`src/i2crtm_pkg.sv`:
```
// Shared types and codes for the I2C register transaction master.
// No dependencies; every other source file but assert_macros.svh uses this package.
package i2crtm_pkg;

    typedef logic [2:0]  op_t;
    typedef logic [6:0]  addr7_t;
    typedef logic [7:0]  byte_t;
    typedef logic [15:0] length_t;
    typedef logic [17:0] limit_t;
    typedef logic [2:0]  action_t;
    typedef logic [2:0]  status_t;

    localparam op_t OP_BEGIN_WR = 3'd0;
    localparam op_t OP_BEGIN_RD = 3'd1;
    localparam op_t OP_DATA     = 3'd2;
    localparam op_t OP_RESP     = 3'd3;
    localparam op_t OP_TICK     = 3'd4;

    localparam action_t ACT_NONE    = 3'd0;
    localparam action_t ACT_START   = 3'd1;
    localparam action_t ACT_SEND    = 3'd2;
    localparam action_t ACT_RX_ACK  = 3'd3;
    localparam action_t ACT_RX_NACK = 3'd4;
    localparam action_t ACT_STOP    = 3'd5;

    localparam status_t ST_PENDING = 3'd0;
    localparam status_t ST_OK      = 3'd1;
    localparam status_t ST_NACK    = 3'd2;
    localparam status_t ST_TIMEOUT = 3'd3;
    localparam status_t ST_INVALID = 3'd4;

    localparam limit_t WAIT_LIMIT_RESET = 18'd200000;

    // Result queue geometry
    localparam int QDEPTH = 4;
    localparam int QAW    = 2;
    localparam int QCW    = 3;

    typedef enum logic [3:0] {
        PH_IDLE,
        PH_FREE,
        PH_START,
        PH_ADDR_W,
        PH_REG,
        PH_NEED,
        PH_WDATA,
        PH_RSTART,
        PH_ADDR_R,
        PH_RDATA
    } phase_t;

    typedef struct packed {
        action_t action;
        byte_t   bus_byte;
        byte_t   read_byte;
        logic    read_valid;
        status_t status;
        logic    done_res;
        logic    last;
    } res_t;

    // Results produced by one step: count of 0, 1 or 2, in order
    typedef struct packed {
        logic [1:0] cnt;
        res_t       first;
        res_t       second;
    } push_t;

endpackage

```
`src/i2crtm_ifs.sv`:
```
// Channel interfaces of the I2C register transaction master.
// Depends on i2crtm_pkg for field types.
interface i2crtm_in_if;
    logic                 valid;
    logic                 ready;
    i2crtm_pkg::op_t      op;
    i2crtm_pkg::addr7_t   addr7;
    i2crtm_pkg::byte_t    reg_index;
    i2crtm_pkg::length_t  length;
    i2crtm_pkg::byte_t    data_byte;
    logic                 slave_ack;
    logic                 bus_busy;

    modport source (output valid, op, addr7, reg_index, length, data_byte, slave_ack,
                    bus_busy, input ready);
    modport sink   (input valid, op, addr7, reg_index, length, data_byte, slave_ack,
                    bus_busy, output ready);
endinterface

interface i2crtm_out_if;
    logic                 valid;
    logic                 ready;
    i2crtm_pkg::action_t  action;
    i2crtm_pkg::byte_t    bus_byte;
    i2crtm_pkg::byte_t    read_byte;
    logic                 read_valid;
    i2crtm_pkg::status_t  status;
    logic                 done_res;
    logic                 last;

    modport source (output valid, action, bus_byte, read_byte, read_valid, status,
                    done_res, last, input ready);
    modport sink   (input valid, action, bus_byte, read_byte, read_valid, status,
                    done_res, last, output ready);
endinterface

interface i2crtm_cfg_if;
    logic                 valid;
    logic                 ready;
    i2crtm_pkg::limit_t   data;

    modport source (output valid, data, input ready);
    modport sink   (input valid, data, output ready);
endinterface

```
`src/i2c_register_transaction_master.sv`:
```
// Top level of the I2C register transaction master.
// Depends on i2crtm_pkg, the channel interfaces, i2crtm_core and i2crtm_res_queue.
//
// Usage:
//   req carries events: begin write, begin read, host data byte, bus
//   response and tick. Each accepted event yields zero, one or two results.
//   rsp carries results (bus action, byte to send, received byte, status,
//   done and last flags). last marks the final result of one event.
//   cfg writes the wait limit in ticks; write it only while idle.
// Timing:
//   An event is held in the input register, then the step logic pushes its
//   results into a four-entry result queue, and the first result shows on
//   rsp once the queue has registered it. One event per cycle is taken as
//   long as the queue has room for two results; the rsp side drains one
//   result per cycle while rsp.ready is high, which sets the sustained
//   rate.
// Reset:
//   Phase returns to idle, counters clear, wait limit returns to 200000 and
//   the queue empties. If rsp stalls, the queue fills and req.ready drops.
module i2c_register_transaction_master (
    input  logic          clk,
    input  logic          rst_n,
    i2crtm_in_if.sink     req,
    i2crtm_out_if.source  rsp,
    i2crtm_cfg_if.sink    cfg
);
    import i2crtm_pkg::*;

    push_t push;
    logic  room;

    i2crtm_core u_core (
        .clk   (clk),
        .rst_n (rst_n),
        .req   (req),
        .cfg   (cfg),
        .room  (room),
        .push  (push)
    );

    i2crtm_res_queue u_queue (
        .clk   (clk),
        .rst_n (rst_n),
        .push  (push),
        .room  (room),
        .rsp   (rsp)
    );

endmodule

```
`src/i2crtm_core.sv`:
```
// Input register, sequencer state and one-step transition logic.
// Depends on i2crtm_pkg and the channel interfaces.
module i2crtm_core (
    input  logic                clk,
    input  logic                rst_n,
    i2crtm_in_if.sink           req,
    i2crtm_cfg_if.sink          cfg,
    input  logic                room,
    output i2crtm_pkg::push_t   push
);
    import i2crtm_pkg::*;

    logic     in_valid_reg;
    op_t      op_reg;
    addr7_t   addr7_reg;
    byte_t    reg_index_reg;
    length_t  length_reg;
    byte_t    data_byte_reg;
    logic     slave_ack_reg;
    logic     bus_busy_reg;

    phase_t   phase_reg, phase_next;
    logic     is_read_reg, is_read_next;
    addr7_t   addr_reg, addr_next;
    byte_t    index_reg, index_next;
    length_t  left_reg, left_next;
    limit_t   ticks_reg, ticks_next;
    limit_t   limit_reg;

    logic     fire;
    length_t  left_dec;
    limit_t   tick_inc;
    length_t  rx_left;
    res_t     r0, r1;
    logic [1:0] cnt;

    assign fire      = in_valid_reg && room;
    assign req.ready = !in_valid_reg || room;
    assign cfg.ready = 1'b1;
    assign left_dec  = left_reg - 16'd1;
    assign tick_inc  = ticks_reg + 18'd1;

    // Input register
    always_ff @(posedge clk or negedge rst_n)
    begin
        if (!rst_n)
        begin
            in_valid_reg <= 1'b0;
        end
        else if (req.ready)
        begin
            in_valid_reg <= req.valid;
        end
    end

    always_ff @(posedge clk)
    begin
        if (req.valid && req.ready)
        begin
            op_reg        <= req.op;
            addr7_reg     <= req.addr7;
            reg_index_reg <= req.reg_index;
            length_reg    <= req.length;
            data_byte_reg <= req.data_byte;
            slave_ack_reg <= req.slave_ack;
            bus_busy_reg  <= req.bus_busy;
        end
    end

    // Sequencer state and limit register
    always_ff @(posedge clk or negedge rst_n)
    begin
        if (!rst_n)
        begin
            phase_reg   <= PH_IDLE;
            is_read_reg <= 1'b0;
            addr_reg    <= '0;
            index_reg   <= '0;
            left_reg    <= '0;
            ticks_reg   <= '0;
            limit_reg   <= WAIT_LIMIT_RESET;
        end
        else
        begin
            phase_reg   <= phase_next;
            is_read_reg <= is_read_next;
            addr_reg    <= addr_next;
            index_reg   <= index_next;
            left_reg    <= left_next;
            ticks_reg   <= ticks_next;
            if (cfg.valid && cfg.ready)
            begin
                limit_reg <= cfg.data;
            end
        end
    end

    always_comb
    begin
        phase_next   = phase_reg;
        is_read_next = is_read_reg;
        addr_next    = addr_reg;
        index_next   = index_reg;
        left_next    = left_reg;
        ticks_next   = ticks_reg;
        cnt          = 2'd0;
        r0           = '0;
        r1           = '0;
        rx_left      = left_reg;

        if (fire)
        begin
            unique case (op_reg)
                OP_BEGIN_WR, OP_BEGIN_RD:
                begin
                    if (phase_reg == PH_IDLE)
                    begin
                        if (op_reg == OP_BEGIN_RD && length_reg == '0)
                        begin
                            cnt         = 2'd1;
                            r0.status   = ST_INVALID;
                            r0.done_res = 1'b1;
                            ticks_next  = '0;
                        end
                        else
                        begin
                            is_read_next = (op_reg == OP_BEGIN_RD);
                            addr_next    = addr7_reg;
                            index_next   = reg_index_reg;
                            left_next    = length_reg;
                            phase_next   = PH_FREE;
                            ticks_next   = '0;
                        end
                    end
                end
                OP_DATA:
                begin
                    if (phase_reg == PH_NEED)
                    begin
                        left_next   = left_dec;
                        phase_next  = PH_WDATA;
                        ticks_next  = '0;
                        cnt         = 2'd1;
                        r0.action   = ACT_SEND;
                        r0.bus_byte = data_byte_reg;
                    end
                end
                OP_RESP:
                begin
                    priority if (phase_reg == PH_FREE)
                    begin
                        if (!bus_busy_reg)
                        begin
                            phase_next = PH_START;
                            ticks_next = '0;
                            cnt        = 2'd1;
                            r0.action  = ACT_START;
                        end
                    end
                    else if (phase_reg == PH_RDATA)
                    begin
                        left_next     = left_dec;
                        ticks_next    = '0;
                        r0.read_byte  = data_byte_reg;
                        r0.read_valid = 1'b1;
                        if (left_dec == '0)
                        begin
                            phase_next  = PH_IDLE;
                            cnt         = 2'd1;
                            r0.action   = ACT_NONE;
                            r0.status   = ST_OK;
                            r0.done_res = 1'b1;
                        end
                        else if (left_dec > 16'd1)
                        begin
                            cnt       = 2'd1;
                            r0.action = ACT_RX_ACK;
                        end
                        else
                        begin
                            cnt       = 2'd2;
                            r0.action = ACT_RX_NACK;
                            r1.action = ACT_STOP;
                        end
                    end
                    else if (phase_reg == PH_IDLE || phase_reg == PH_NEED)
                    begin
                        cnt = 2'd0;
                    end
                    else if (!slave_ack_reg)
                    begin
                        phase_next  = PH_IDLE;
                        ticks_next  = '0;
                        cnt         = 2'd1;
                        r0.action   = ACT_STOP;
                        r0.status   = ST_NACK;
                        r0.done_res = 1'b1;
                    end
                    else
                    begin
                        ticks_next = '0;
                        unique case (phase_reg)
                            PH_START:
                            begin
                                phase_next  = PH_ADDR_W;
                                cnt         = 2'd1;
                                r0.action   = ACT_SEND;
                                r0.bus_byte = {addr_reg, 1'b0};
                            end
                            PH_ADDR_W:
                            begin
                                phase_next  = PH_REG;
                                cnt         = 2'd1;
                                r0.action   = ACT_SEND;
                                r0.bus_byte = index_reg;
                            end
                            PH_REG, PH_WDATA:
                            begin
                                if (phase_reg == PH_REG && is_read_reg)
                                begin
                                    phase_next = PH_RSTART;
                                    cnt        = 2'd1;
                                    r0.action  = ACT_START;
                                end
                                else if (left_reg == '0)
                                begin
                                    phase_next  = PH_IDLE;
                                    cnt         = 2'd1;
                                    r0.action   = ACT_STOP;
                                    r0.status   = ST_OK;
                                    r0.done_res = 1'b1;
                                end
                                else
                                begin
                                    phase_next = PH_NEED;
                                end
                            end
                            PH_RSTART:
                            begin
                                phase_next  = PH_ADDR_R;
                                cnt         = 2'd1;
                                r0.action   = ACT_SEND;
                                r0.bus_byte = {addr_reg, 1'b1};
                            end
                            PH_ADDR_R:
                            begin
                                phase_next = PH_RDATA;
                                rx_left    = left_reg;
                                if (rx_left > 16'd1)
                                begin
                                    cnt       = 2'd1;
                                    r0.action = ACT_RX_ACK;
                                end
                                else
                                begin
                                    cnt       = 2'd2;
                                    r0.action = ACT_RX_NACK;
                                    r1.action = ACT_STOP;
                                end
                            end
                            default:
                            begin
                                phase_next = PH_IDLE;
                            end
                        endcase
                    end
                end
                OP_TICK:
                begin
                    priority if (phase_reg == PH_IDLE || phase_reg == PH_NEED)
                    begin
                        cnt = 2'd0;
                    end
                    else if (phase_reg == PH_FREE && !bus_busy_reg)
                    begin
                        phase_next = PH_START;
                        ticks_next = '0;
                        cnt        = 2'd1;
                        r0.action  = ACT_START;
                    end
                    else
                    begin
                        ticks_next = tick_inc;
                        if (!(tick_inc < limit_reg && tick_inc != '0))
                        begin
                            phase_next  = PH_IDLE;
                            ticks_next  = '0;
                            cnt         = 2'd1;
                            r0.status   = ST_TIMEOUT;
                            r0.done_res = 1'b1;
                            // No STOP before a START or after the final receive's STOP
                            if (phase_reg == PH_FREE
                                || (phase_reg == PH_RDATA && left_reg <= 16'd1))
                            begin
                                r0.action = ACT_NONE;
                            end
                            else
                            begin
                                r0.action = ACT_STOP;
                            end
                        end
                    end
                end
                default:
                begin
                    cnt = 2'd0;
                end
            endcase
        end

        // Mark the last result of this event
        if (cnt == 2'd1)
        begin
            r0.last = 1'b1;
        end
        else if (cnt == 2'd2)
        begin
            r1.last = 1'b1;
        end

        push.cnt    = cnt;
        push.first  = r0;
        push.second = r1;
    end

endmodule

```
`src/i2crtm_res_queue.sv`:
```
// Result queue: takes up to two results a cycle, hands out one while rsp.ready is high.
// Depends on i2crtm_pkg and the output channel interface.
module i2crtm_res_queue (
    input  logic               clk,
    input  logic               rst_n,
    input  i2crtm_pkg::push_t  push,
    output logic               room,
    i2crtm_out_if.source       rsp
);
    import i2crtm_pkg::*;

    res_t            mem_reg [QDEPTH];
    logic [QAW-1:0]  wr_ptr_reg, wr_ptr_next;
    logic [QAW-1:0]  rd_ptr_reg, rd_ptr_next;
    logic [QCW-1:0]  count_reg, count_next;
    logic [QAW-1:0]  wr_ptr_inc;
    logic            pop;
    res_t            head;

    assign pop        = rsp.valid && rsp.ready;
    assign room       = (count_reg <= QCW'(QDEPTH - 2));
    assign wr_ptr_inc = wr_ptr_reg + QAW'(1);
    assign head       = mem_reg[rd_ptr_reg];

    assign rsp.valid      = (count_reg != '0);
    assign rsp.action     = head.action;
    assign rsp.bus_byte   = head.bus_byte;
    assign rsp.read_byte  = head.read_byte;
    assign rsp.read_valid = head.read_valid;
    assign rsp.status     = head.status;
    assign rsp.done_res   = head.done_res;
    assign rsp.last       = head.last;

    always_comb
    begin
        wr_ptr_next = wr_ptr_reg + QAW'(push.cnt);
        rd_ptr_next = pop ? rd_ptr_reg + QAW'(1) : rd_ptr_reg;
        count_next  = count_reg + QCW'(push.cnt) - QCW'(pop);
    end

    always_ff @(posedge clk or negedge rst_n)
    begin
        if (!rst_n)
        begin
            wr_ptr_reg <= '0;
            rd_ptr_reg <= '0;
            count_reg  <= '0;
        end
        else
        begin
            wr_ptr_reg <= wr_ptr_next;
            rd_ptr_reg <= rd_ptr_next;
            count_reg  <= count_next;
        end
    end

    always_ff @(posedge clk)
    begin
        if (push.cnt != 2'd0)
        begin
            mem_reg[wr_ptr_reg] <= push.first;
        end
        if (push.cnt == 2'd2)
        begin
            mem_reg[wr_ptr_inc] <= push.second;
        end
    end

endmodule

```
`src/flat_wrapper.sv`:
```
// flat-port wrapper written by rule: the top's interface ports become plain ports
module i2c_register_transaction_master_flat import i2crtm_pkg::*;
  (clk, rst_n, req_valid, req_op, req_addr7, req_reg_index, req_length, req_data_byte, req_slave_ack, req_bus_busy, req_ready, rsp_valid, rsp_action, rsp_bus_byte, rsp_read_byte, rsp_read_valid, rsp_status, rsp_done_res, rsp_last, rsp_ready, cfg_valid, cfg_data, cfg_ready);
  i2crtm_in_if req_i ();
  i2crtm_out_if rsp_i ();
  i2crtm_cfg_if cfg_i ();
  input  logic clk;
  input  logic rst_n;
  input wire logic [$bits(req_i.valid)-1:0] req_valid;
  input wire logic [$bits(req_i.op)-1:0] req_op;
  input wire logic [$bits(req_i.addr7)-1:0] req_addr7;
  input wire logic [$bits(req_i.reg_index)-1:0] req_reg_index;
  input wire logic [$bits(req_i.length)-1:0] req_length;
  input wire logic [$bits(req_i.data_byte)-1:0] req_data_byte;
  input wire logic [$bits(req_i.slave_ack)-1:0] req_slave_ack;
  input wire logic [$bits(req_i.bus_busy)-1:0] req_bus_busy;
  output wire logic [$bits(req_i.ready)-1:0] req_ready;
  output wire logic [$bits(rsp_i.valid)-1:0] rsp_valid;
  output wire logic [$bits(rsp_i.action)-1:0] rsp_action;
  output wire logic [$bits(rsp_i.bus_byte)-1:0] rsp_bus_byte;
  output wire logic [$bits(rsp_i.read_byte)-1:0] rsp_read_byte;
  output wire logic [$bits(rsp_i.read_valid)-1:0] rsp_read_valid;
  output wire logic [$bits(rsp_i.status)-1:0] rsp_status;
  output wire logic [$bits(rsp_i.done_res)-1:0] rsp_done_res;
  output wire logic [$bits(rsp_i.last)-1:0] rsp_last;
  input wire logic [$bits(rsp_i.ready)-1:0] rsp_ready;
  input wire logic [$bits(cfg_i.valid)-1:0] cfg_valid;
  input wire logic [$bits(cfg_i.data)-1:0] cfg_data;
  output wire logic [$bits(cfg_i.ready)-1:0] cfg_ready;
  assign req_i.valid = req_valid;
  assign req_i.op = req_op;
  assign req_i.addr7 = req_addr7;
  assign req_i.reg_index = req_reg_index;
  assign req_i.length = req_length;
  assign req_i.data_byte = req_data_byte;
  assign req_i.slave_ack = req_slave_ack;
  assign req_i.bus_busy = req_bus_busy;
  assign req_ready = req_i.ready;
  assign rsp_valid = rsp_i.valid;
  assign rsp_action = rsp_i.action;
  assign rsp_bus_byte = rsp_i.bus_byte;
  assign rsp_read_byte = rsp_i.read_byte;
  assign rsp_read_valid = rsp_i.read_valid;
  assign rsp_status = rsp_i.status;
  assign rsp_done_res = rsp_i.done_res;
  assign rsp_last = rsp_i.last;
  assign rsp_i.ready = rsp_ready;
  assign cfg_i.valid = cfg_valid;
  assign cfg_i.data = cfg_data;
  assign cfg_ready = cfg_i.ready;
  i2c_register_transaction_master u_core (.clk(clk), .rst_n(rst_n), .req(req_i), .rsp(rsp_i), .cfg(cfg_i));
endmodule
```
`config.mk`:
```
export PLATFORM = sky130hd
export DESIGN_NAME = i2c_register_transaction_master_flat
export DESIGN_NICKNAME = d
export VERILOG_FILES = /design/src/i2crtm_pkg.sv /design/src/i2crtm_ifs.sv /design/src/i2c_register_transaction_master.sv /design/src/i2crtm_core.sv /design/src/i2crtm_res_queue.sv /design/src/flat_wrapper.sv
export SDC_FILE = /design/constraint.sdc
export NUM_CORES = 1
export LEC_CHECK = 0
export ABC_CLOCK_PERIOD_IN_PS = 5300
export BUFFER_PORTS_ARGS = -buffer_cell sky130_fd_sc_hd__buf_2
export CORE_ASPECT_RATIO = 0.75
export CORE_MARGIN = 2
export CORE_UTILIZATION = 55
export CTS_BUF_LIST = sky130_fd_sc_hd__clkbuf_8 sky130_fd_sc_hd__clkbuf_16
export DETAILED_ROUTE_END_ITERATION = 7
export HOLD_SLACK_MARGIN = 0.08
export PLACE_DENSITY = 0.82
export SLEW_MARGIN = 20
export SYNTH_ARGS = -nofsm -noshare
export SYNTH_HDL_FRONTEND = slang
export SYNTH_HIERARCHICAL = 1
export SYNTH_SLANG_ARGS = --single-unit
export TNS_END_PERCENT = 10
```
`constraint.sdc`:
```
create_clock -name clk -period 5.3 [get_ports clk]
set_clock_uncertainty 0.1 [all_clocks]
set_input_delay 0.265 -clock clk [delete_from_list [all_inputs] [get_ports clk]]
set_output_delay 0.265 -clock clk [all_outputs]
set_load 0.02 [all_outputs]
```
== Yosys cells after proc, flatten, opt, wreduce, memory -nomap -nowiden ==
Memories as Yosys holds them, arrays and structs flattened.
Index checks and enable logic that the tools add are counted.

* Bits in registers: 124
* RAM bits: 100
* Input port bits: 67
* Output and inout port bits: 28
* Logic and storage cells: 192
* Memories kept: 1

{| class="wikitable"
|+ Memory list
! name !! words !! bits a word !! read ports !! clocked after Yosys merged registers in !! wr ports !! line !! source
|-
| u_core.u_queue.mem_reg || 4 || 25 || 1 || 0 || 2 || i2crtm_res_queue.sv:12 || <nowiki>res_t mem_reg [QDEPTH];</nowiki>
|}

* $add $sub $neg: 7
* Magnitude comparators: 5
* Equal/unequal tests: 25
* Multiplexer cells: 105
* Bitwise gates (word level): 1
* Reduce and logical (&&, ||, !) cells: 30

{| class="wikitable"
|+ Operators with widths
! operator !! number
|-
| 2-to-1 mux 18 bit || 9
|-
| 2-to-1 mux 3 bit || 29
|-
| 2-to-1 mux 16 bit || 5
|-
| case mux 18 bit (4 select lines) || 1
|-
| 2-to-1 mux 4 bit || 15
|-
| logical NOT 16 bit || 3
|-
| case mux 16 bit (3 select lines) || 1
|-
| greater-than comparator 16 x 1 -> 1 bit, second input constant || 2
|-
| 2-to-1 mux 2 bit || 12
|-
| 2-to-1 mux 24 bit || 1
|-
| case mux 8 bit (3 select lines) || 1
|-
| 2-to-1 mux 21 bit || 1
|-
| case mux 4 bit (5 select lines) || 1
|-
| adder 18 x 1 -> 18 bit, second input constant || 1
|-
| less-than comparator 18 bit || 1
|-
| 2-to-1 mux 9 bit || 2
|-
| case mux 3 bit (3 select lines) || 2
|-
| nonzero test 18 bit || 1
|-
| equality test 4 x 3 -> 1 bit, second input constant || 4
|-
| <= comparator 16 x 1 -> 1 bit, second input constant || 1
|-
| 2-to-1 mux 1 bit || 16
|-
| 2-to-1 mux 8 bit || 2
|-
| case mux 4 bit (4 select lines) || 1
|-
| case mux 8 bit (2 select lines) || 1
|-
| 36 further kinds || 60
|}

== Logic depth before layout (Yosys ltp) ==
Gate-level depths: netlist of the first run.

* Depth in word-level cells: 13
* Depth in mapped cells: 19
* Mapped depth without buffers: 18

== Hierarchy ==
Netlist of the first run, hierarchy kept.

{| class="wikitable"
|+ Modules (own cells, without submodules)
! module !! instances !! cells an instance !! area each (µm²) !! sequential area each (µm²)
|-
| i2crtm_core || 1 || 746 || 7006.7 || 3155.5
|-
| i2crtm_res_queue || 1 || 284 || 5376.4 || 3178.0
|}

== Worst setup path after synthesis of the first run ==
No wires, ideal clock.

* Path type: register to register
* Start: register u_core.u_core.ticks_reg[0]
* End: memory u_core/u_queue/mem_reg[0][0] in the netlist's numbering, enable pin
* Library setup time: 445 ps
* Arrival: 4707 ps
* Data required time: 4755 ps
* Slack: 48 ps
* Cell stages (with the launch flop): 17
* Buffers on the path: 1
* Period minus slack after synthesis: 5252 ps
* Path through: dfrtp_1 > ha_1 > nand2_1 > nor2_1 > and3_1 > nand3_1 > xnor2_1 > ha_1 > nand4_1 > nor2_1 > a2111oi_0 > o41ai_1 > and2b_1 > o311a_1 > buf_2 > nor2_1 > o31ai_1

{| class="wikitable"
|+ RTL lines
! element !! line !! source
|-
| from (decl) || i2crtm_core.sv:27 || <nowiki>limit_t ticks_reg, ticks_next;</nowiki>
|-
| from (signal assigned) || i2crtm_core.sv:90 || <nowiki>ticks_reg <= ticks_next;</nowiki>
|-
| to (decl) || i2crtm_res_queue.sv:12 ||
|}

==> impl_metrics.env, run 1 <==
export IMPL_routed_via_density=5.900
export IMPL_endpoint_kind="register"
export IMPL_total_power_uw=5899
export IMPL_rows=47
export IMPL_slew_violations=0
export IMPL_nets=1276
export IMPL_synth_async_reset_ratio=0.3571
export IMPL_antenna_found_initial=0
export IMPL_fp_dieW_um=177.3
export IMPL_clock_root_buffer="clkbuf_16"
export IMPL_drc_errors=0
export IMPL_stdcell_count=1492
export IMPL_layout_drive_gt1_share=0.2830
export IMPL_post_dp_hpwl_um=18940
export IMPL_start_util=0.5600
export IMPL_layout_common_cells="edfxtp_1, buf_2, mux2_2"
export IMPL_dp_cells=1386
export IMPL_tightestPinTransition_ns=1.057
export IMPL_fin_crit_sh=0.9466
export IMPL_postSynthCellCount=1030
export IMPL_hp_class="input pin to register"
export IMPL_worstSetupPathType="register to register"
export IMPL_clockBufferDepth=3
export IMPL_grt_pass1_vias=8809
export IMPL_fp_dieH_um=133.9
export IMPL_antenna_left=0
export IMPL_fill_cells=1630
export IMPL_coreArea_mm2=0.02211
export IMPL_arrival_ns=5.12
export IMPL_max_slew_margin=0.2956
export IMPL_cts_buffers=23
export IMPL_area_delta_synth_final_pct=18.34
export IMPL_finalSetupTns_ns=0
export IMPL_layout_commonest_cell="edfxtp_1"
export IMPL_layout_min_cycle_time_ns=5.017
export IMPL_vdd_ir_drop_max_uv=291.2
export IMPL_die_area_mm2=0.02374
export IMPL_htree_levels=1
export IMPL_gp_congestion=0.9169
export IMPL_utilization=0.6627
export IMPL_ys_warn_count=6
export IMPL_slowest_delay_ns=0.47
export IMPL_crit_path_start_kind="register"
export IMPL_diodes=0
export IMPL_p_per_area_mw_per_mm2=402.6
export IMPL_synth_area_mm2=0.01238
export IMPL_cts_sinks=224
export IMPL_cap_violations=0
export IMPL_leakagePower_uw=0.005947
export IMPL_max_freq_ghz=0.1993
export IMPL_ioPinCount=95
export IMPL_grt_max_degree=81
export IMPL_insertion_delay_ns=0.51
export IMPL_track_usage=0.2503
export IMPL_via_count=8803
export IMPL_wl_per_cell_um=19.60
export IMPL_worst_hold_slack_ns=0.1078
export IMPL_wl_um=29250
export IMPL_path_clk_slew_ns=0.06
export IMPL_synth_edf_count=144
export IMPL_required_ns=5.41
export IMPL_synth_ff_type="edfxtp_1"
export IMPL_ys_seq_area_frac=0.5115
export IMPL_portBuffers=93
export IMPL_cts_tree="built"
export IMPL_synth_cell_types=78
export IMPL_rsz0062_at_grt="no"
export IMPL_drt_pass1_iterations=7
export IMPL_synth_seq_cells=224
export IMPL_largest_reg_flops=100
export IMPL_crit_fanout=26
export IMPL_avgSynthCellArea_um2=12.02
export IMPL_finalSetupViolCount=0
export IMPL_drt_initial_drc_count=806
export IMPL_finalHoldViolations=0
export IMPL_reg2reg_slack_ns=0.28
export IMPL_status="finished, final reports clean"
export IMPL_crit_chain="ha_2 > nand2_1 > nor2_2 > and3_1 > xor2_1 > ha_1 > nand4_1 > a211oi_1 > or3_1 > a2111oi_4 > o41ai_2 > and2b_1 > o311a_4 > nor4bb_4 > buf_12 > a21o_1 > buf_4"
export IMPL_grt_pass1_wl_um=46980
export IMPL_post_cts_buffers=0
export IMPL_slowest_stage="o311a_4"
export IMPL_grt_overflow=0
[Yosys cell counts, drive strengths merged, types with 12 or more instances]
cell / number / share of area
edfxtp: 144 / 0.35
mux2: 126 / 0.12
dfrtp: 74 / 0.15
o21ai: 71 / 0.029
nand2: 67 / 0.020
nor2: 61 / 0.019
buf: 56 / 0.032
inv: 39 / 0.012
a21oi: 37 / 0.015
clkbuf: 29 / 0.011
ha: 26 / 0.026
mux4: 25 / 0.045
nand3: 23 / 0.0093
nor4: 21 / 0.013
nor3: 18 / 0.0073
a22o: 16 / 0.011
xnor2: 15 / 0.011
and2: 13 / 0.0067
nand4: 13 / 0.0066
nor2b: 13 / 0.0066
a22oi: 12 / 0.0073
[power breakdown]
part	internal [uW]	switching, uW
combinational	709	952
sequential	2150	300
clock	1110	678
total	3970	1930
[metal layers]
layer | vias up | global-route usage | wire, um
met3 | 45 | 0.03090 | 1953
li1 | 4103 | - | -
met2 | 352 | 0.4027 | 13500
met5 | - | 0 | 0
met4 | 0 | 0.05556 | 583
met1 | 4303 | 0.3676 | 13210
[through the flow]
stage | setup WS (ns) | instance area (um^2)
final | 0.2831 | 14650
after global routing | 0.005341 | 14650
after CTS | 0.005010 | 14600
after detailed placement | -0.01113 | 13120
after global placement | 0.2019 | 13120
after floorplan | 0.04779 | 12460
[critical path: cells and delay by family, from the launching register on]
kind                       cells  cell delay [ns]
and+or+nand+nor                7             1.64
adders and majority gates      2             0.55
xor gates and xnor gates       1             0.22
AOI/OAI and AO/OA              5             1.27
buffers and inverters          2             0.48
DFF                            1             0.44
[layout make-up]
cell class / count / area (um^2) / area share
clock inverters: 16 / 230.2 / 0.01571
clock buffers: 25 / 603.1 / 0.04115
flip-flops and latches: 224 / 6337 / 0.4325
repair buffers: 191 / 1408 / 0.09606
well taps: 294 / 367.9 / 0.02510
inverters: 39 / 146.4 / 0.009990
multi-input cells: 703 / 5562 / 0.3795
[repair_timing]
action | CTS | global route
pin swaps | 0 | 0
setup endpoints to repair | 11 | 190
hold buffers | 65 | 0
resized for setup | 1 | 11
cloned | 0 | 0
endpoints found under the hold margin | 139 | 0
[final timing paths]
check,from,end,depth (start not counted)
max,u_core/u_core/ticks_reg[1],u_core/u_queue/mem_reg[2][11],17
min reg2reg,u_core/u_core/addr7_reg[2],u_core/u_core/addr_reg[2],1
max in group asynchronous,rst_n,u_core/u_core/ticks_reg[2],2
min in group asynchronous,rst_n,u_core/u_core/left_reg[4],2
max reg2reg,u_core/u_core/ticks_reg[1],u_core/u_queue/mem_reg[2][11],17
min,cfg_valid,u_core/u_core/limit_reg[10],3
[kinds of logic after synthesis]
| group | count (synthesis) | synth area share |
|---|---|---|
| mux | 153 | 0.1677 |
| xor+xnor | 26 | 0.01839 |
| compound gates | 190 | 0.09619 |
| other cells | 2 | 0.0006065 |
| flops | 224 | 0.5115 |
| simple gates | 284 | 0.1239 |
| fa+ha+maj | 27 | 0.02789 |
| buf+inv | 124 | 0.05385 |
Note: power is estimated with default switching activity, not from simulation.
==> inputs of run 2 (changes only) <==
--- a/config.mk
+++ b/config.mk
@@ -5,15 +5,15 @@
 export SDC_FILE = /design/constraint.sdc
 export NUM_CORES = 1
 export LEC_CHECK = 0
-export ABC_CLOCK_PERIOD_IN_PS = 5300
+export ABC_CLOCK_PERIOD_IN_PS = 6100
 export BUFFER_PORTS_ARGS = -buffer_cell sky130_fd_sc_hd__buf_2
 export CORE_ASPECT_RATIO = 0.75
 export CORE_MARGIN = 2
-export CORE_UTILIZATION = 55
+export CORE_UTILIZATION = 65
 export CTS_BUF_LIST = sky130_fd_sc_hd__clkbuf_8 sky130_fd_sc_hd__clkbuf_16
 export DETAILED_ROUTE_END_ITERATION = 7
 export HOLD_SLACK_MARGIN = 0.08
-export PLACE_DENSITY = 0.82
+export PLACE_DENSITY = 0.9
 export SLEW_MARGIN = 20
 export SYNTH_ARGS = -nofsm -noshare
 export SYNTH_HDL_FRONTEND = slang
==> constraint.sdc (replaced) <==
create_clock -name clk -period 6.1 [get_ports clk]
set_clock_uncertainty 0.1 [all_clocks]
set_input_delay 0.305 -clock clk [delete_from_list [all_inputs] [get_ports clk]]
set_output_delay 0.305 -clock clk [all_outputs]
set_load 0.02 [all_outputs]
==> impl_metrics.env, run 2 (same netlist as run 1, synthesis figures left out) <==
export IMPL_rows=43
export IMPL_rr_endpoint="u_core/u_queue/mem_reg[2][21]"
export IMPL_layout_common_cells="edfxtp_1, buf_2, mux2_2"
export IMPL_pre_cts_slack_ns=0.6373
export IMPL_area_delta_synth_final_pct=15.28
export IMPL_htree_levels=1
export IMPL_via_count=8994
export IMPL_crit_path_start_kind="register"
export IMPL_crit_fanout=16
export IMPL_reg2reg_slack_ns=0.61
export IMPL_whs_path_depth=3
export IMPL_rsz0062_at_grt="no"
export IMPL_place_area_mm2=0.01291
export IMPL_post_dp_hpwl_um=19110
export IMPL_wl_um=29960
export IMPL_rr_worst_depth=17
export IMPL_drc_errors=0
export IMPL_r2r_start="u_core/u_core/ticks_reg[0]"
export IMPL_path_clk_slew_ns=0.06
export IMPL_cts_tree="built"
export IMPL_ioPinCount=95
export IMPL_leakagePower_uw=0.005821
export IMPL_hp_class="input pin to register"
export IMPL_coreArea_mm2=0.01856
export IMPL_endpoint_kind="register"
export IMPL_fin_crit_sh=0.9007
export IMPL_max_freq_ghz=0.1820
export IMPL_largest_reg_flops=100
export IMPL_min_from="cfg_valid"
export IMPL_drt_pass1_iterations=5
export IMPL_routed_via_density=6.290
export IMPL_die_area_mm2=0.02018
export IMPL_worstSetupPathType="register to register"
export IMPL_clock_root_buffer="clkbuf_16"
export IMPL_max_slew_margin=0.2246
export IMPL_grt_pass1_wl_um=47500
export IMPL_fp_dieH_um=123.5
export IMPL_setup_slack_ns=0.6058
export IMPL_insertion_delay_ns=0.52
export IMPL_finalSetupTns_ns=0
export IMPL_whs_endpoint="u_core/u_core/limit_reg[17]"
export IMPL_cts_sinks=224
export IMPL_tightestPinTransition_ns=1.154
export IMPL_diodes=0
export IMPL_dp_cells=1324
export IMPL_finalSetupViolCount=0
export IMPL_antenna_left=0
export IMPL_clockBufferDepth=3
export IMPL_track_usage=0.3051
export IMPL_grt_overflow=0
export IMPL_antenna_found_initial=0
export IMPL_layout_drive_gt1_share=0.2663
export IMPL_gp_congestion=0.9342
export IMPL_arrival_ns=5.60
export IMPL_layout_commonest_cell="edfxtp_1"
export IMPL_grt_max_degree=81
export IMPL_layout_min_cycle_time_ns=5.494
export IMPL_fp_dieW_um=163.4
export IMPL_vdd_ir_drop_max_uv=314.9
export IMPL_post_cts_buffers=0
export IMPL_drt_initial_drc_count=1087
export IMPL_grt_pass1_vias=8668
export IMPL_stdcell_count=1430
export IMPL_status="finished, final reports clean"
export IMPL_worstSetupStartpoint="u_core/u_core/ticks_reg[0]"
export IMPL_finish_instance_area_mm2=0.01427
export IMPL_cts_buffers=23
export IMPL_start_util=0.6671
export IMPL_required_ns=6.21
export IMPL_portBuffers=93
export IMPL_worst_hold_slack_ns=0.1531
export IMPL_nets=1261
export IMPL_slew_violations=0
export IMPL_wl_per_cell_um=20.95
export IMPL_finalHoldViolations=0
export IMPL_cap_violations=0
export IMPL_p_per_area_mw_per_mm2=344.8
-- run 2: layout make-up --
cell class              instances  area [um^2]
flip-flops and latches        224         6335
multi-input cells             703         5518
fillers                      1108         4287
repair buffers                176         1257
clock buffers                  25        603.1
well taps                     247        309.0
inverters                      39        146.4
clock inverters                16        106.4
-- run 2: timing repair --
action | CTS | global route
resized for setup | 0 | 0
endpoints found under the hold margin | 138 | 0
hold buffers | 65 | 0
-- run 2: how the worst max path moves through the flow --
stage | end | slack, ns | cells past startpoint
floorplan | u_core/u_queue/mem_reg[0][0] | 0.85 | 16
global placement | u_core/u_queue/mem_reg[3][17] | 0.99 | 16
detailed placement | u_core/u_queue/mem_reg[2][17] | 0.64 | 17
CTS | u_core/u_queue/mem_reg[2][21] | 0.62 | 17
global route | u_core/u_queue/mem_reg[2][21] | 0.26 | 17
finish | u_core/u_queue/mem_reg[2][21] | 0.61 | 17
-- run 2: routing by layer --
metal  wire length, um  up-vias  track usage
met5                 0        -            0
met4               524        0      0.06084
met3              2649       49      0.04596
met2             13990      480       0.4947
met1             12800     4385       0.4452
li1                  -     4080            -
-- run 2: through the flow --
step                utilization  total power, uW
floorplan                     -             3145
global placement         0.6955             3458
detailed placement       0.6956             3526
CTS                      0.7689             4898
global route             0.7691             5154
finish                   0.7691             4921
-- run 2: critical path, stage by stage, from the launching register on --
cell and delay [ns]:
dfrtp_1 0.42, ha_1 0.27, nand2_1 0.20, nor2_1 0.28, and3_1 0.21, xor2_1 0.19, ha_1 0.27, nand4_1 0.12
a211oi_1 0.06, or3_1 0.37, a2111oi_0 0.56, o41ai_1 0.23, and2b_1 0.25, o311a_1 0.55, nor4bb_4 0.35, buf_4 0.32
a21o_1 0.16, buf_4 0.25
-- run 2: power breakdown --
group / internal [uW] / total [uW] / switching [uW] / leakage (uW)
clock network: 754 / 1340 / 587 / 0.000367
registers: 1870 / 2160 / 295 / 0.00237
logic: 603 / 1420 / 815 / 0.00308
==> inputs of run 3 (changes only) <==
--- a/config.mk
+++ b/config.mk
@@ -5,15 +5,15 @@
 export SDC_FILE = /design/constraint.sdc
 export NUM_CORES = 1
 export LEC_CHECK = 0
-export ABC_CLOCK_PERIOD_IN_PS = 6100
+export ABC_CLOCK_PERIOD_IN_PS = 5600
 export BUFFER_PORTS_ARGS = -buffer_cell sky130_fd_sc_hd__buf_2
-export CORE_ASPECT_RATIO = 0.75
+export CORE_ASPECT_RATIO = 1.2
 export CORE_MARGIN = 2
-export CORE_UTILIZATION = 65
+export CORE_UTILIZATION = 61
 export CTS_BUF_LIST = sky130_fd_sc_hd__clkbuf_8 sky130_fd_sc_hd__clkbuf_16
 export DETAILED_ROUTE_END_ITERATION = 7
 export HOLD_SLACK_MARGIN = 0.08
-export PLACE_DENSITY = 0.9
+export PLACE_DENSITY = 0.86
 export SLEW_MARGIN = 20
 export SYNTH_ARGS = -nofsm -noshare
 export SYNTH_HDL_FRONTEND = slang
==> constraint.sdc (replaced) <==
create_clock -name clk -period 5.6 [get_ports clk]
set_clock_uncertainty 0.1 [all_clocks]
set_input_delay 0.28 -clock clk [delete_from_list [all_inputs] [get_ports clk]]
set_output_delay 0.28 -clock clk [all_outputs]
set_load 0.02 [all_outputs]
==> impl_metrics.env, run 3 (same netlist as run 1, synthesis figures left out) <==
export IMPL_track_usage=0.2609
export IMPL_finalSetupTns_ns=0
export IMPL_worstSetupPathType="register to register"
export IMPL_htree_levels=1
export IMPL_drc_errors=0
export IMPL_crit_fanout=25
export IMPL_slowest_delay_ns=0.55
export IMPL_status="finished, final reports clean"
export IMPL_pre_cts_slack_ns=0.2519
export IMPL_dr_wl_met3_um=1309
export IMPL_drt_initial_drc_count=730
export IMPL_required_ns=5.75
export IMPL_slowest_stage="o311a_1"
export IMPL_cts_sinks=224
export IMPL_cts_buffers=22
export IMPL_max_freq_ghz=0.1921
export IMPL_wl_met1_um=10810
export IMPL_cts_tree="built"
export IMPL_arrival_ns=5.35
export IMPL_highest_layer="met4"
export IMPL_antenna_found_initial=0
export IMPL_coreArea_mm2=0.02011
export IMPL_antenna_left=0
export IMPL_diodes=0
export IMPL_layout_min_cycle_time_ns=5.206
export IMPL_wl_met2_um=15030
export IMPL_fp_dieW_um=134.1
export IMPL_largest_reg_flops=100
export IMPL_p_int_uw=3518
export IMPL_insertion_delay_ns=0.52
export IMPL_gp_congestion=0.9148
export IMPL_crit_top_cell="ha_1"
export IMPL_portBuffers=93
export IMPL_post_dp_hpwl_um=17630
export IMPL_die_area_mm2=0.02146
export IMPL_finalHoldViolations=0
export IMPL_pwr_share_seq=0.435
export IMPL_crit_chain="ha_1 > nand2_1 > nor2_2 > and3_1 > xor2_1 > ha_1 > nand4_1 > a211oi_1 > or3_1 > a2111oi_2 > o41ai_1 > and2b_1 > o311a_1 > nor4bb_4 > buf_12 > mux2_2"
export IMPL_clockBufferDepth=3
export IMPL_post_cts_buffers=0
export IMPL_clkPwrFrac=0.269
export IMPL_leakagePower_uw=0.005857
export IMPL_p_sw_uw=1792
export IMPL_wl_um=27980
export IMPL_fill_cells=1345
export IMPL_crit_path_start_kind="register"
export IMPL_max_slew_margin=0.2786
export IMPL_layout_common_cells="edfxtp_1, buf_2, mux2_2"
export IMPL_cap_violations=0
export IMPL_critPathTopFamily="simple AND/OR/NAND/NOR gates"
export IMPL_fin_crit_sh=0.9296
export IMPL_finalSetupViolCount=0
export IMPL_setup_slack_ns=0.3941
export IMPL_start_util=0.6157
export IMPL_via_count=8837
export IMPL_endpoint_kind="register"
export IMPL_clock_root_buffer="clkbuf_16"
export IMPL_fp_dieH_um=160.1
export IMPL_power_share_combinational=0.296
export IMPL_path_clk_slew_ns=0.06
export IMPL_worstSetupStartpoint="u_core/u_core/ticks_reg[0]"
export IMPL_drt_pass1_iterations=6
export IMPL_hp_class="input pin to register"
export IMPL_dp_cells=1344
export IMPL_ioPinCount=95
export IMPL_area_delta_synth_final_pct=16.17
export IMPL_layout_drive_gt1_share=0.2675
export IMPL_grt_pass1_wl_um=44740
export IMPL_r2r_start="u_core/u_core/ticks_reg[0]"
export IMPL_slew_violations=0
export IMPL_grt_overflow=0
export IMPL_min_from="cfg_valid"
export IMPL_routed_via_density=6.094
export IMPL_vdd_ir_drop_max_uv=290.5
export IMPL_rows=57
export IMPL_layout_commonest_cell="edfxtp_1"
export IMPL_stdcell_count=1450
export IMPL_p_per_area_mw_per_mm2=369.1
export IMPL_rsz0062_at_grt="no"
export IMPL_nets=1263
export IMPL_grt_max_degree=81
export IMPL_cp_num_buf_inv=1
export IMPL_swShare=0.3375
export IMPL_tightestPinTransition_ns=1.072
export IMPL_grt_pass1_vias=8824
export IMPL_wl_per_cell_um=19.30
## run 3: worst paths after layout
kind / to / cells after the start / slack, ns
max in group asynchronous: u_core/u_core/addr_reg[2] / 2 / 4.62
setup / recovery: u_core/u_queue/mem_reg[3][1] / 16 / 0.39
hold / removal: u_core/u_core/limit_reg[10] / 3 / 0.13
min in group asynchronous: u_core/u_core/limit_reg[4] / 2 / 0.29
setup reg to reg: u_core/u_queue/mem_reg[3][1] / 16 / 0.39
hold reg to reg: u_core/u_core/index_reg[3] / 1 / 0.38
## run 3: tightest hold or removal path, delay by kind of cell
family	cells	cell delay, ns
AOI/OAI and AO/OA	1	0.07
buffers and inverters	1	0.26
and+or+nand+nor	1	0.10
## run 3: metrics by stage
stage | hold slack, ns | power, uW | util | instance area [um^2]
2_1_floorplan | -0.1156 | 3426 | - | 12460
3_3_place_gp | 0.3564 | 3774 | 0.6460 | 12990
3_5_place_dp | 0.3581 | 3839 | 0.6460 | 12990
4_1_cts | 0.1030 | 5295 | 0.7136 | 14350
5_1_grt | 0.2132 | 5559 | 0.7153 | 14390
6_report | 0.1282 | 5310 | 0.7153 | 14390
## run 3: what timing repair did
action,CTS,global route
hold buffers,65,0
endpoints found under the setup margin,0,182
endpoints found under the hold margin,139,0
gates resized for setup,0,3
## run 3: final cells by class
type / instances / area (um^2) / area share
flip-flops and latches: 224 / 6334 / 0.4403
multi-input cells: 703 / 5525 / 0.3841
repair buffers: 179 / 1338 / 0.09298
clock buffers: 28 / 644.4 / 0.04479
well taps: 265 / 331.6 / 0.02305
inverters: 39 / 146.4 / 0.01018
clock inverters: 12 / 66.31 / 0.004610
## run 3: routing by layer
metal,vias to the layer above,track usage
li1,4085,-
met1,4381,0.3165
met2,298,0.4832
met3,73,0.02825
met4,0,0.08565
met5,-,0
## run 3: power groups by stage
stage / registers [uW] / logic [uW] / clock network (uW)
global placement: 2310 / 1460 / 0
detailed placement: 2330 / 1510 / 0
finish: 2310 / 1570 / 1430
global route: 2340 / 1710 / 1520
CTS: 2290 / 1560 / 1450
floorplan: 2190 / 1240 / 0
